==> src/hw/rtl/aag_pkg.sv <==
// Shared types, codes and helpers for the auxiliary address generator.
`timescale 1ns / 1ps
package aag_pkg;

  localparam logic [1:0] KIND_SINGLE = 2'd0;
  localparam logic [1:0] KIND_LONG   = 2'd1;
  localparam logic [1:0] KIND_XMEM   = 2'd2;
  localparam logic [1:0] KIND_LOAD   = 2'd3;

  localparam logic [3:0] MODE_NONE     = 4'd0;
  localparam logic [3:0] MODE_POST_DEC = 4'd1;
  localparam logic [3:0] MODE_POST_INC = 4'd2;
  localparam logic [3:0] MODE_PRE_INC  = 4'd3;
  localparam logic [3:0] MODE_RC_SUB   = 4'd4;
  localparam logic [3:0] MODE_SUB_AR0  = 4'd5;
  localparam logic [3:0] MODE_ADD_AR0  = 4'd6;
  localparam logic [3:0] MODE_RC_ADD   = 4'd7;
  localparam logic [3:0] MODE_CIRC_DEC = 4'd8;
  localparam logic [3:0] MODE_CIRC_SUB = 4'd9;
  localparam logic [3:0] MODE_CIRC_INC = 4'd10;
  localparam logic [3:0] MODE_CIRC_ADD = 4'd11;
  localparam logic [3:0] MODE_IMM_OFS  = 4'd12;
  localparam logic [3:0] MODE_IMM_PRE  = 4'd13;
  localparam logic [3:0] MODE_IMM_CIRC = 4'd14;
  localparam logic [3:0] MODE_ABS      = 4'd15;

  localparam logic [1:0] XMOD_NONE = 2'd0;
  localparam logic [1:0] XMOD_DEC  = 2'd1;
  localparam logic [1:0] XMOD_INC  = 2'd2;
  localparam logic [1:0] XMOD_CIRC = 2'd3;

  localparam logic [3:0] REM_LAST_STEP = 4'd15;
  localparam logic [2:0] XMEM_AR_BASE  = 3'd2;

  typedef struct packed {
    logic [1:0]  kind;
    logic [7:0]  opcode_low;
    logic [15:0] long_imm;
    logic [8:0]  dp_page;
    logic [15:0] stack_ptr;
    logic        cpl_mode;
    logic        compat_mode;
    logic [15:0] circ_size;
    logic [2:0]  ar_index;
    logic [15:0] ar_value;
  } aag_in_t;

  typedef struct packed {
    logic [15:0] address;
    logic        indirect;
    logic        used_long_imm;
    logic        arp_write;
    logic [2:0]  arp_value;
  } aag_out_t;

  typedef struct packed {
    logic [2:0]  ar_idx;
    logic        ar_we;
    logic        circ;
    logic        step_neg;
    logic [15:0] step_mag;
    logic [15:0] lin_ar;
    logic [15:0] addr;
    logic        addr_new;
    logic        indirect;
    logic        used_long_imm;
    logic        arp_write;
    logic [2:0]  arp_value;
  } aag_dec_t;

  typedef enum logic [2:0] {
    S_IDLE,
    S_REM_AR,
    S_WAIT_AR,
    S_REM_STEP,
    S_WAIT_STEP,
    S_COMBINE,
    S_DONE
  } aag_state_e;

  function automatic logic [2:0] ar_sel(input logic [1:0] kind, input logic [7:0] opcode);
    if (kind == KIND_XMEM) begin
      return {1'b0, opcode[5:4]} + XMEM_AR_BASE;
    end
    return opcode[2:0];
  endfunction

endpackage

==> src/hw/rtl/aag_rem_unit.sv <==
// Iterative 16-bit restoring remainder unit, one quotient bit per cycle.
`timescale 1ns / 1ps
module aag_rem_unit import aag_pkg::*; (
  input  logic        clk_i,
  input  logic        rst_ni,
  input  logic        start_i,
  input  logic [15:0] dividend_i,
  input  logic [15:0] divisor_i,
  output logic        busy_o,
  output logic        done_o,
  output logic [15:0] rem_o
);

  logic        busy_q;
  logic        done_q;
  logic [3:0]  cnt_q;
  logic [15:0] dvd_q;
  logic [15:0] div_q;
  logic [15:0] rem_q;
  logic [15:0] rem_d;
  logic [16:0] trial;

  always_comb begin
    trial = {rem_q, dvd_q[15]};
    if (trial >= {1'b0, div_q}) begin
      rem_d = 16'(trial - {1'b0, div_q});
    end else begin
      rem_d = trial[15:0];
    end
  end

  always_ff @(posedge clk_i or negedge rst_ni) begin
    if (!rst_ni) begin
      busy_q <= 1'b0;
      done_q <= 1'b0;
      cnt_q  <= '0;
    end else begin
      done_q <= 1'b0;
      if (start_i) begin
        busy_q <= 1'b1;
        cnt_q  <= '0;
      end else if (busy_q) begin
        cnt_q <= cnt_q + 4'd1;
        if (cnt_q == REM_LAST_STEP) begin
          busy_q <= 1'b0;
          done_q <= 1'b1;
        end
      end
    end
  end

  always_ff @(posedge clk_i) begin
    if (start_i) begin
      dvd_q <= dividend_i;
      div_q <= divisor_i;
      rem_q <= '0;
    end else if (busy_q) begin
      dvd_q <= {dvd_q[14:0], 1'b0};
      rem_q <= rem_d;
    end
  end

  assign busy_o = busy_q;
  assign done_o = done_q;
  assign rem_o  = rem_q;

endmodule

==> src/hw/rtl/aag_decode.sv <==
// Operand decode: direct address, linear AR updates and circular step setup.
`timescale 1ns / 1ps
module aag_decode import aag_pkg::*; (
  input  aag_in_t      item_i,
  input  logic [15:0]  ar_i,
  input  logic [15:0]  ar0_i,
  input  logic         bitrev_en_i,
  output aag_dec_t     dec_o
);

  function automatic logic [15:0] bit_rev(input logic [15:0] v);
    logic [15:0] r;
    for (int i = 0; i < 16; i++) begin
      r[i] = v[15 - i];
    end
    return r;
  endfunction

  logic [15:0] unit;
  logic [3:0]  mode;
  logic [15:0] step;
  logic        circ_req;
  logic [15:0] rc_sum;
  logic [15:0] rc_dif;
  aag_dec_t    dec;

  assign rc_sum = bit_rev(bit_rev(ar_i) + bit_rev(ar0_i));
  assign rc_dif = bit_rev(bit_rev(ar_i) - bit_rev(ar0_i));

  always_comb begin
    unit     = (item_i.kind == KIND_LONG) ? 16'd2 : 16'd1;
    mode     = item_i.opcode_low[6:3];
    step     = '0;
    circ_req = 1'b0;
    dec          = '0;
    dec.ar_idx   = ar_sel(item_i.kind, item_i.opcode_low);
    dec.lin_ar   = ar_i;
    dec.addr     = ar_i;
    case (item_i.kind)
      KIND_LOAD: begin
        dec.ar_idx = item_i.ar_index;
        dec.ar_we  = 1'b1;
        dec.lin_ar = item_i.ar_value;
        dec.addr   = '0;
      end
      KIND_XMEM: begin
        dec.indirect = 1'b1;
        dec.ar_we    = 1'b1;
        case (item_i.opcode_low[7:6])
          XMOD_NONE: dec.lin_ar = ar_i;
          XMOD_DEC:  dec.lin_ar = ar_i - 16'd1;
          XMOD_INC:  dec.lin_ar = ar_i + 16'd1;
          default: begin
            circ_req = 1'b1;
            step     = ar0_i;
          end
        endcase
      end
      default: begin
        if (!item_i.opcode_low[7]) begin
          if (item_i.cpl_mode) begin
            dec.addr = item_i.stack_ptr + {9'd0, item_i.opcode_low[6:0]};
          end else begin
            dec.addr = {item_i.dp_page, item_i.opcode_low[6:0]};
          end
        end else begin
          dec.indirect = 1'b1;
          dec.ar_we    = 1'b1;
          if (item_i.kind == KIND_SINGLE && item_i.compat_mode) begin
            dec.arp_write = 1'b1;
            dec.arp_value = item_i.opcode_low[2:0];
          end
          case (mode)
            MODE_NONE:     dec.lin_ar = ar_i;
            MODE_POST_DEC: dec.lin_ar = ar_i - unit;
            MODE_POST_INC: dec.lin_ar = ar_i + unit;
            MODE_PRE_INC: begin
              dec.lin_ar   = ar_i + unit;
              dec.addr_new = 1'b1;
            end
            MODE_RC_SUB:   dec.lin_ar = bitrev_en_i ? rc_dif : ar_i - ar0_i;
            MODE_SUB_AR0:  dec.lin_ar = ar_i - ar0_i;
            MODE_ADD_AR0:  dec.lin_ar = ar_i + ar0_i;
            MODE_RC_ADD:   dec.lin_ar = bitrev_en_i ? rc_sum : ar_i + ar0_i;
            MODE_CIRC_DEC: begin
              circ_req = 1'b1;
              step     = 16'(~unit + 16'd1);
            end
            MODE_CIRC_SUB: begin
              circ_req = 1'b1;
              step     = 16'(~ar0_i + 16'd1);
            end
            MODE_CIRC_INC: begin
              circ_req = 1'b1;
              step     = unit;
            end
            MODE_CIRC_ADD: begin
              circ_req = 1'b1;
              step     = ar0_i;
            end
            MODE_IMM_OFS: begin
              dec.addr          = ar_i + item_i.long_imm;
              dec.used_long_imm = 1'b1;
            end
            MODE_IMM_PRE: begin
              dec.lin_ar        = ar_i + item_i.long_imm;
              dec.addr_new      = 1'b1;
              dec.used_long_imm = 1'b1;
            end
            MODE_IMM_CIRC: begin
              circ_req          = 1'b1;
              step              = item_i.long_imm;
              dec.addr_new      = 1'b1;
              dec.used_long_imm = 1'b1;
            end
            default: begin
              dec.addr          = item_i.long_imm;
              dec.used_long_imm = 1'b1;
            end
          endcase
        end
      end
    endcase
    if (circ_req) begin
      if (item_i.circ_size == '0) begin
        dec.lin_ar = ar_i + step;
      end else begin
        dec.circ     = 1'b1;
        dec.step_neg = step[15];
        dec.step_mag = step[15] ? 16'(~step + 16'd1) : step;
      end
    end
    dec_o = dec;
  end

endmodule

==> src/hw/rtl/aux_address_generator.sv <==
// Top level: aux register file, sequencer and result register.
//
// channel  | valid       | ready       | payload
// ---------+-------------+-------------+--------------------
// in       | in_valid_i  | in_ready_o  | in_data_i  (aag_in_t)
// out      | out_valid_o | out_ready_i | out_data_o (aag_out_t)
// cfg      | cfg_valid_i | cfg_ready_o | cfg_data_i (bitrev_enable)
//
// Direct, load and linear indirect items go from S_IDLE straight to S_DONE.
// Circular items with a nonzero buffer size make two passes of the shared
// remainder unit (AR mod size, step mod size), then a combine step.
// in_ready_o is low while an item is in flight; the sequencer holds in S_DONE
// while the result register still holds a result not yet taken by out_ready_i.
// Reset clears all aux registers and sets bitrev_enable to 1.
`timescale 1ns / 1ps
module aux_address_generator import aag_pkg::*; (
  input  logic     clk_i,
  input  logic     rst_ni,
  input  logic     in_valid_i,
  output logic     in_ready_o,
  input  aag_in_t  in_data_i,
  output logic     out_valid_o,
  input  logic     out_ready_i,
  output aag_out_t out_data_o,
  input  logic     cfg_valid_i,
  output logic     cfg_ready_o,
  input  logic     cfg_data_i
);

  aag_state_e        state_q, state_d;
  logic              bitrev_q;
  logic [7:0][15:0]  aux_q;
  aag_dec_t          dec, dec_q;
  logic [2:0]        rd_idx;
  logic [15:0]       ar_q, bk_q, idx_q, base_q, m_q, t_q;
  logic [16:0]       sum;
  logic [15:0]       final_ar;
  logic              out_valid_q;
  aag_out_t          out_q;
  logic              rem_start, rem_busy, rem_done;
  logic [15:0]       rem_dividend, rem_val;
  logic              in_fire, out_load;

  assign rd_idx = ar_sel(in_data_i.kind, in_data_i.opcode_low);

  aag_decode u_decode (
    .item_i      (in_data_i),
    .ar_i        (aux_q[rd_idx]),
    .ar0_i       (aux_q[0]),
    .bitrev_en_i (bitrev_q),
    .dec_o       (dec)
  );

  assign rem_dividend = (state_q == S_REM_AR) ? ar_q : dec_q.step_mag;

  aag_rem_unit u_rem (
    .clk_i      (clk_i),
    .rst_ni     (rst_ni),
    .start_i    (rem_start),
    .dividend_i (rem_dividend),
    .divisor_i  (bk_q),
    .busy_o     (rem_busy),
    .done_o     (rem_done),
    .rem_o      (rem_val)
  );

  always_comb begin
    state_d = state_q;
    case (state_q)
      S_IDLE:      if (in_valid_i) state_d = dec.circ ? S_REM_AR : S_DONE;
      S_REM_AR:    state_d = S_WAIT_AR;
      S_WAIT_AR:   if (rem_done) state_d = S_REM_STEP;
      S_REM_STEP:  state_d = S_WAIT_STEP;
      S_WAIT_STEP: if (rem_done) state_d = S_COMBINE;
      S_COMBINE:   state_d = S_DONE;
      S_DONE:      if (out_load) state_d = S_IDLE;
      default:     state_d = S_IDLE;
    endcase
  end

  always_comb begin
    in_ready_o = (state_q == S_IDLE);
    rem_start  = (state_q == S_REM_AR) || (state_q == S_REM_STEP);
    out_load   = (state_q == S_DONE) && (!out_valid_q || out_ready_i);
  end

  assign in_fire     = in_valid_i && in_ready_o;
  assign cfg_ready_o = 1'b1;
  assign sum         = {1'b0, idx_q} + {1'b0, m_q};
  assign final_ar    = dec_q.circ ? base_q + t_q : dec_q.lin_ar;

  always_ff @(posedge clk_i or negedge rst_ni) begin
    if (!rst_ni) begin
      state_q     <= S_IDLE;
      bitrev_q    <= 1'b1;
      aux_q       <= '0;
      out_valid_q <= 1'b0;
    end else begin
      state_q <= state_d;
      if (cfg_valid_i && cfg_ready_o) begin
        bitrev_q <= cfg_data_i;
      end
      if (out_load && dec_q.ar_we) begin
        aux_q[dec_q.ar_idx] <= final_ar;
      end
      if (out_load) begin
        out_valid_q <= 1'b1;
      end else if (out_ready_i) begin
        out_valid_q <= 1'b0;
      end
    end
  end

  always_ff @(posedge clk_i) begin
    if (in_fire) begin
      dec_q <= dec;
      ar_q  <= aux_q[rd_idx];
      bk_q  <= in_data_i.circ_size;
    end
    if (state_q == S_WAIT_AR && rem_done) begin
      idx_q  <= rem_val;
      base_q <= ar_q - rem_val;
    end
    if (state_q == S_WAIT_STEP && rem_done) begin
      m_q <= (dec_q.step_neg && rem_val != '0) ? bk_q - rem_val : rem_val;
    end
    if (state_q == S_COMBINE) begin
      t_q <= (sum >= {1'b0, bk_q}) ? 16'(sum - {1'b0, bk_q}) : sum[15:0];
    end
    if (out_load) begin
      out_q.address       <= dec_q.addr_new ? final_ar : dec_q.addr;
      out_q.indirect      <= dec_q.indirect;
      out_q.used_long_imm <= dec_q.used_long_imm;
      out_q.arp_write     <= dec_q.arp_write;
      out_q.arp_value     <= dec_q.arp_value;
    end
  end

  assign out_valid_o = out_valid_q;
  assign out_data_o  = out_q;

  a_rem_start_idle: assert property (@(posedge clk_i) disable iff (!rst_ni)
    rem_start |-> !rem_busy)
    else $error("remainder unit restarted while busy");

  a_rem_done_wait: assert property (@(posedge clk_i) disable iff (!rst_ni)
    rem_done |-> (state_q == S_WAIT_AR || state_q == S_WAIT_STEP))
    else $error("remainder done outside a wait state");

  a_aux_hold: assert property (@(posedge clk_i) disable iff (!rst_ni)
    (state_q != S_DONE) |=> $stable(aux_q))
    else $error("aux register changed outside result write");

  a_circ_range: assert property (@(posedge clk_i) disable iff (!rst_ni)
    (state_q == S_COMBINE) |-> (idx_q < bk_q && m_q < bk_q))
    else $error("circular index out of buffer range");

endmodule

==> config.mk <==
export PLATFORM = sky130hd
export DESIGN_NAME = aux_address_generator
export DESIGN_NICKNAME = d
export VERILOG_FILES = /design/src/hw/rtl/aag_pkg.sv /design/src/hw/rtl/aag_rem_unit.sv /design/src/hw/rtl/aag_decode.sv /design/src/hw/rtl/aux_address_generator.sv
export SDC_FILE = /design/constraint.sdc
export NUM_CORES = 1
export LEC_CHECK = 0
export ABC_AREA = 1
export BUFFER_PORTS_ARGS = -buffer_cell sky130_fd_sc_hd__buf_2
export CAP_MARGIN = 20
export CELL_PAD_IN_SITES_DETAIL_PLACEMENT = 1
export CELL_PAD_IN_SITES_GLOBAL_PLACEMENT = 1
export CORE_ASPECT_RATIO = 0.6
export CORE_UTILIZATION = 33
export DETAILED_ROUTE_END_ITERATION = 8
export GPL_ROUTABILITY_DRIVEN = 0
export MAX_ROUTING_LAYER = met4
export PLACE_DENSITY = 0.74
export SYNTH_ARGS = -nofsm -noshare
export SYNTH_HDL_FRONTEND = slang
export SYNTH_SLANG_ARGS = --single-unit
==> constraint.sdc <==
create_clock -name clk_i -period 4.9 [get_ports clk_i]
set_input_delay 0.49 -clock clk_i [delete_from_list [all_inputs] [get_ports clk_i]]
set_output_delay 0.49 -clock clk_i [all_outputs]
set_load 0.02 [all_outputs]
; ---- After elaboration in Yosys (flattened, before gate mapping)
; Cells that the tools add are included.
[op_classes]
n_addsub = 22
multipliers = 0
div = 0
order_cmp = 5
n_eq_ne = 30
shifts = 0
muxes = 62
n_bitwise = 7
n_reduce_logical = 31
[op_table]
columns = operator, count
row1 = $mux 16, 19
row2 = $pmux 16 s2, 5
row3 = $bwmux 128, 1
row4 = $pmux 16 s7, 1
row5 = $sub 16x16->16, 7
row6 = $add 16x16->16, 6
row7 = $pmux 16 s5, 1
row8 = $add 16x1->16 const B, 4
row9 = $bmux 16 s3, 1
row10 = $demux 16 s3, 1
row11 = $not 16->16, 3
row12 = $ge 17x16->1, 2
row13 = $mux 34, 1
row14 = $eq 4x4->1 const B, 8
row15 = $mux 3, 8
row16 = $pmux 3 s7, 1
row17 = $mux 18, 1
row18 = $add 16x16->17, 1
row19 = $add 16x7->16, 1
row20 = $eq 4x3->1 const B, 4
row21 = $logic_not 16->1, 1
row22 = $reduce_bool 16->1, 1
row23 = $sub 16x1->16 const B, 1
row24 = $mux 1, 15
row25 = other kinds (32), 63
[totals]
ff_bits = 366
latch_bits = 0
mem_bits_rw = 0
mem_bits_ro = 0
inputBits = 94
output_inout_bits = 25
word_cells = 198
mem_count = 0

; ---- Logic depth before layout (Yosys ltp)
; Gate-level depths: netlist (run 1).
[depth]
ltp_word = 15
depth_mapped = 32

; ---- Modules after synthesis
; Synthesis (run 1) repeated with hierarchy kept, for this count alone.
[unflattened]
cells_unflattened = 4270
area_unflattened_um2 = 30474.2
[by_module_without_submodules]
columns = module, instances, cells_each, area_per_inst_um2, seq_area_each_um2
row1 = aux_address_generator, 1, 1985, 17128.9, 8704.6
row2 = aag_decode, 1, 1849, 9860.7, 0.0
row3 = aag_rem_unit, 1, 436, 3484.6, 1431.4

; ---- Worst setup path after synthesis (run 1)
; OpenSTA, ideal clock, no wires.
[synth_path]
path_type = reg2reg
startpoint = reg state_q[0]
endpoint = reg ar_q[0], enable pin
t_arrival_ns = 4.459
t_required_ns = 4.355
slack_ns = -0.104
stages_incl_launch_ff = 4
path_buffers = 0
path_cell_list = dfrtp_1 -> nor2_1 -> nand2_1 -> nor2_1
[synth_via]
elab_chain_cells = 2
[synth_lines]
columns = element, line
row1 = from (decl), aux_address_generator.sv:30  ; aag_state_e state_q, state_d;
row2 = from (signal assigned), aux_address_generator.sv:99  ; state_q <= state_d;
row3 = $logic_not 3->1, aux_address_generator.sv:82  ; in_ready_o = (state_q == S_IDLE);
row4 = $logic_and 1x1->1, aux_address_generator.sv:87  ; assign in_fire = in_valid_i && in_ready_o;
row5 = named net in_fire, aux_address_generator.sv:42  ; logic in_fire, out_load;
row6 = to (signal assigned), aux_address_generator.sv:117  ; ar_q <= aux_q[rd_idx];
row7 = to (decl), aux_address_generator.sv:35  ; logic [15:0] ar_q, bk_q, idx_q, base_q, m_q, t_q;
; The timed path passes the listed nets, and every way through them passes these cells.
; A chain may end at the register's enable or synchronous reset.

==> results of run 1 <==
## per-stage QoR
stage / setup slack [ns] / hold WS [ns] / instance area, µm² / util, %
after floorplan: 0.827 / 0.194 / 27900 / -
after global placement: 0.0292 / 0.402 / 31500 / 37.7
after detailed placement: 0.00379 / 0.406 / 31500 / 37.7
after CTS: 0.320 / 0.0639 / 32900 / 39.4
after global routing: 0.000630 / 0.0826 / 33000 / 39.5
final: 0.308 / 0.0885 / 33000 / 39.5
## critical path: cells and delay by family
kind	cells	cell delay [ns]
and+or+nand+nor	11	1.70
AOI/OAI and AO/OA	6	1.52
buffers and inverters	6	0.91
adders and majority gates	1	0.30
## synthesized netlist by cell type (all sizes together) (44+ instances only)
cell type  count  area, µm²
inv          424       1590
nand2        850       3240
a21oi        319       1610
dfrtp        138       3450
nor2         248        991
edfxtp       211       6340
nand3        234       1190
clkbuf        70        263
ha           202       2530
xnor2         44        385
xor2          97        850
o21ai        455       2360
## what timing repair did
action | 4_1_cts | 5_1_grt
hold endpoints to repair | 56 | 0
resized for setup | 0 | 7
hold buffers | 1 | 0
endpoints found under the setup margin | 0 | 11
## layout make-up
class	instances	area share [%]
repair inverters	3	0.0683
multi-input cells	2774	47.5
flip-flops and latches	366	30.7
clock buffers	46	3.19
well taps	1134	4.30
repair buffers	384	8.25
inverters	433	4.95
clock inverters	27	0.971
diodes	3	0.0228
## per-layer routing
metal	GRT usage, %	part of all wire, %	wire length [µm]	vias to the layer above
li1	-	-	-	13200
met1	45.4	47	60800	14500
met2	36.6	36	45900	1656
met3	13.6	16	20300	144
met4	4.55	1.5	1970	0
met5	-	0	0	-
## registers in the layout, indices dropped and copies added (netlist names)
signal and flops:
u_rem.busy_o 1, aux_q 128, m_q 16, out_valid_o 1, u_rem.dvd_q 16, dec_q 61, idx_q 16, base_q 16
u_rem.div_q 16, u_rem.rem_o 16, t_q 16, bk_q 16, u_rem.cnt_q 4, bitrev_q 1, out_data_o 22, state_q 3
ar_q 16, u_rem.done_o 1
## final timing paths
kind                               startpoint       endpoint  slack (ns)
worst max-delay path            in_data_i[79]      dec_q[36]        0.31
max in group asynchronous              rst_ni      aux_q[13]        3.18
worst max register to register       idx_q[6]        t_q[13]        0.32
worst min register to register       dec_q[0]  out_data_o[0]        0.42
worst min-delay path            in_data_i[31]       bk_q[12]        0.09
min in group asynchronous              rst_ni      aux_q[57]        0.55
## cells by family after synthesis
group           share of synthesized area [%]
flops                                    36.3
compound gates                           19.9
simple gates                             21.6
other cells                            0.0134
buf+inv                                  7.68
xor+xnor                                 4.42
fa+ha+maj                                10.1
## power by group
group | internal, W | leakage, nW | total, W | switching [W]
clock network | 0.00188 | 0.661 | 0.00331 | 0.00144
registers | 0.00435 | 3.90 | 0.00514 | 0.000786
logic | 0.00366 | 10.4 | 0.0107 | 0.00707
total | 0.00989 | 15.0 | 0.0192 | 0.00929
==> metrics, run 1 <==
CTS tree=done; Worst Reg-to-Reg Cells=21; Max Cap Viol=0; Avg Inst Size Synth=between 7 and 8 µm²; max incr delay on CP=0.44 ns; crit path time final=4.59 ns; GRT Total Usage=30.4%; TritonCTS Sinks=366; Wirelength per Cell=24.9 µm; Crit-path slowest cell=o21ai_4; setup bufs post-CTS=0; Layout Skew=0.0335 ns; most common cell after layout, fill and taps aside=nand2_1; H-Tree Depth=2; Die W=between 300 and 400 µm; vias per inst=5.71; RSZ-0062 raised after global routing=no; Final Max Slew Viols=0; Setup TNS=0 ns; Post-synth EDFFs=211; TritonRoute pass-1 iters=5; CTS root buf=clkbuf_16; Layout area overhead=18.1%; cts bufs inserted=40; vias in the first global route=28100; placed instance count=around 5100; worst vdd ir=0.263 mV; port bufs=approximately 120; PnR Total Power=0.0192 W; post-synthesis sequential area ratio=36.3%; layout cells sized above 1=13.6%; Highest Clock Rate=218 MHz; full die area=between 0.08 and 0.09 mm²; Worst Path Required=5.25 ns; status=finished, final reports clean; CP Class=in2reg; most frequent cells in the layout=nand2_1, inv_1, o21ai_0; Vias=roughly 30000; num rows=82; Final Net Count=4313; Worst Path Arrival=4.94 ns; Initial Util=around a third; 1st-iter DRT viols=3848; hpwl dp=roughly 100000 µm; DRC viols=0; Post-synth top flop=edfxtp_1; hold path depth=1; synthesized area=roughly 0.028 mm²; clk slew on worst S/H paths=0.07 ns; fraction of registers with async set/reset=38.0%; Tightest Pin Transition=1.18 ns; Mapped Cells=between 3000 and 4000; total wire length=129000 µm; Power Dens Cells=581 mW/mm²; fill cell count=10300; grt total ovfl=0; crit end category=flop; Yosys cell types=75; FF+latch count, synth=366; Final Setup Violations=0; Slew headroom=between 20% and 30%; Syn Nets=3996; FF+latch area=0.0101 mm²; fin cells=5170; Cell Chain, Critical Path=buf_2, inv_1, o21ai_4, inv_4, buf_4, nand3_1, nand3_1, nand2_1, ha_1, inv_1, o21ai_0, a21boi_0, nor2_1, nor3_1, nand3_1, nand2_1, o21ai_0, a21oi_1, buf_4, nand3_1, a21boi_1, nand2_1, nand2_1, nand2_1; count of final hold-check violations=0; worst min path class=in2reg; Worst Setup Start Kind=primary input; LEAKAGE=15.0 nW; io pins=119; critical-path maximum fanout=13; first-pass GRT wire length=188000 µm; area of the multi-input gates=0.0157 mm²; maximum clock path buffer count=3; antenna violations before repair=7; largest net degree at the start of global routing=80; Die H=227 µm; most frequent cell on the critical path=nand2_1; post-route clock period utilization=between 90% and 100%; core area=between 0.08 and 0.09 mm²; Final ANT Viol Nets=0; Skew-Pair Late Insertion Delay=0.60 ns; synth warn=0
(Power assumes the default switching activity.)
==> run 2: changes to the inputs <==
--- a/config.mk
+++ b/config.mk
@@ -16,4 +16,5 @@
 export GPL_ROUTABILITY_DRIVEN = 0
+export HOLD_SLACK_MARGIN = 0.08
 export MAX_ROUTING_LAYER = met4
-export PLACE_DENSITY = 0.74
+export PLACE_DENSITY_LB_ADDON = 0.1
 export SYNTH_ARGS = -nofsm -noshare
==> constraint.sdc (replaced) <==
create_clock -name clk_i -period 4.9 [get_ports clk_i]
set_input_delay 0.735 -clock clk_i [delete_from_list [all_inputs] [get_ports clk_i]]
set_output_delay 0.735 -clock clk_i [all_outputs]
set_load 0.02 [all_outputs]
==> run 2 against run 1 <==
Compared with the run above:
- non-clock buffer count increased by 188
- critical path depth rose by 5
- combinational power increased by 9%
- utilization grew 1.6 points
- maximum frequency is 2.7% lower
- first-iteration DRC count is 7.7% lower
- total power increased by 3.7%
- wire length up 6.2%
- critical path type unchanged
- largest cell class unchanged
- highest routed layer unchanged
==> metrics, run 2 (synthesis results as in run 1) <==
clk slew on worst S/H paths=0.06 ns; most frequent cell on the critical path=nand2_1; Final ANT Viol Nets=0; Clock power frac=15.4%; max reg flops=128; Final Setup Violations=0; worst vdd ir=roughly 0.36 mV; met3 wire length=between 15000 and 20000 µm; GRT Total Usage=32.4%; design area=0.0343 mm²; Power Dens Cells=579 mW/mm²; Layout area overhead=23.0%; Worst Reg-to-Reg Cells=24; H-Tree Depth=2; critical-path maximum fanout=14; Layout Skew=0.0484 ns; layout cells sized above 1=17.6%; Die W=378 µm; setup ws final=0.180 ns; 1st-iter DRT viols=3553; register share of total power=between 20% and 30%; LEAKAGE=15.9 nW; Psw=slightly below 0.01 W; DRC viols=0; metal2 WL=45400 µm; vias per inst=between 5 and 6; hpwl dp=113000 µm; RSZ-0062 raised after global routing=no; flop2flop setup slack=roughly 0.37 ns; Max Cap Viol=0; post-route clock period utilization=96.3%; total wire length=about 140000 µm; CTS root buf=clkbuf_16; Top reg by flops=aux_q; TritonCTS Sinks=366; Tightest Pin Transition=~1.2 ns; Setup TNS=0 ns; io pins=roughly 120; Vias=29200; port bufs=about 120; R2R Path End=t_q[0]; Core Util, Final=41.1%; Crit-path slowest cell=fa_1; worst min path class=in2async; core area=0.0836 mm²; Worst Path Required=5.24 ns; Area after DPL=0.0330 mm²; Net Sw Frac=48.5%; CP Class=in2reg; Skew-Pair Late Insertion Delay=between 0.6 and 0.7 ns; TritonRoute pass-1 iters=5; PnR Total Power=0.0199 W; max incr delay on CP=approximately 0.54 ns; Slew headroom=between 15 and 20%; crit path time final=between 4 and 5 ns; combinational share of power=58.8%; Worst Setup Start Kind=primary input; most common cell after layout, fill and taps aside=nand2_1; Worst Path Arrival=5.06 ns; vias in the first global route=27500; CTS tree=done; Internal Power=0.0103 W; cts bufs inserted=39; antenna violations before repair=19; cts-stage hold buffer count=0; status=finished, final reports clean; full die area=0.0858 mm²; maximum clock path buffer count=3; Final Max Slew Viols=0; largest net degree at the start of global routing=75; Reg-to-Reg Start=m_q[2]; Final Net Count=~4500; count of final hold-check violations=0; pre-CTS setup slack=-0.408 ns; first-pass GRT wire length=195000 µm; Wirelength per Cell=25.6 µm; Die H=227 µm; most frequent cells in the layout=nand2_1, buf_4, inv_1; Highest Clock Rate=212 MHz; Initial Util=33.4%; num rows=a little over 80; uppermost layer routed=met4; Met1 Routed Length=approximately 74000 µm; grt total ovfl=0; crit end category=flop
==> run 2: routing by layer <==
metal  vias up  GRT usage (%)
met5         -              -
met1     14300           53.5
met4         0           3.76
met3        79           10.4
li1      13600              -
met2      1219           36.3
==> run 2: worst max-delay path: cells and delay by family <==
| family | cells | cell delay, ns |
|---|---|---|
| AO/OA/AOI/OAI | 4 | 0.79 |
| buffers and inverters | 7 | 0.93 |
| adder cells (fa/ha/maj) | 2 | 0.88 |
| AND/OR/NAND/NOR | 16 | 1.69 |
==> run 2: area by class of cell <==
type	instances	area, µm²
diodes	3	7.51
clock buffers	55	1110
clock inverters	16	175
fillers	10300	49300
inverters	433	1630
multi-input cells	2774	15700
flip-flops and latches	366	10100
well taps	1134	1420
repair buffers	572	4140
==> run 2: worst max-delay path by stage <==
| stage | slack [ns] | cells after the start | endpoint | start |
|---|---|---|---|---|
| after floorplan | 0.58 | 27 | dec_q[32] | in_data_i[87] |
| after global placement | -0.41 | 25 | dec_q[26] | in_data_i[86] |
| after detailed placement | -0.41 | 25 | dec_q[26] | in_data_i[86] |
| after CTS | 0.17 | 25 | dec_q[26] | in_data_i[86] |
| after global routing | 0.006 | 29 | dec_q[37] | in_data_i[86] |
| final | 0.18 | 29 | dec_q[34] | in_data_i[86] |
==> run 2: repair_timing <==
| action | CTS | global route |
|---|---|---|
| setup endpoints to repair | 0 | 10 |
| buffers inserted | 0 | 0 |
| resized for setup | 0 | 25 |
==> run 2: through the flow <==
step	hold WS, ns	instances
floorplan	0.400	3685
CTS	0.111	5349
detailed placement	0.406	5278
global placement	0.402	5277
global route	0.148	5352
finish	0.122	5353
==> run 2: power groups by stage <==
| stage | registers, W | clock network (W) | logic, W |
|---|---|---|---|
| 6_report | 0.00514 | 0.00306 | 0.0117 |
| 2_1_floorplan | 0.00482 | 0 | 0.00586 |
| 4_1_cts | 0.00509 | 0.00310 | 0.0113 |
| 5_1_grt | 0.00520 | 0.00322 | 0.0126 |
| 3_3_place_gp | 0.00513 | 0 | 0.0111 |
| 3_5_place_dp | 0.00513 | 0 | 0.0112 |
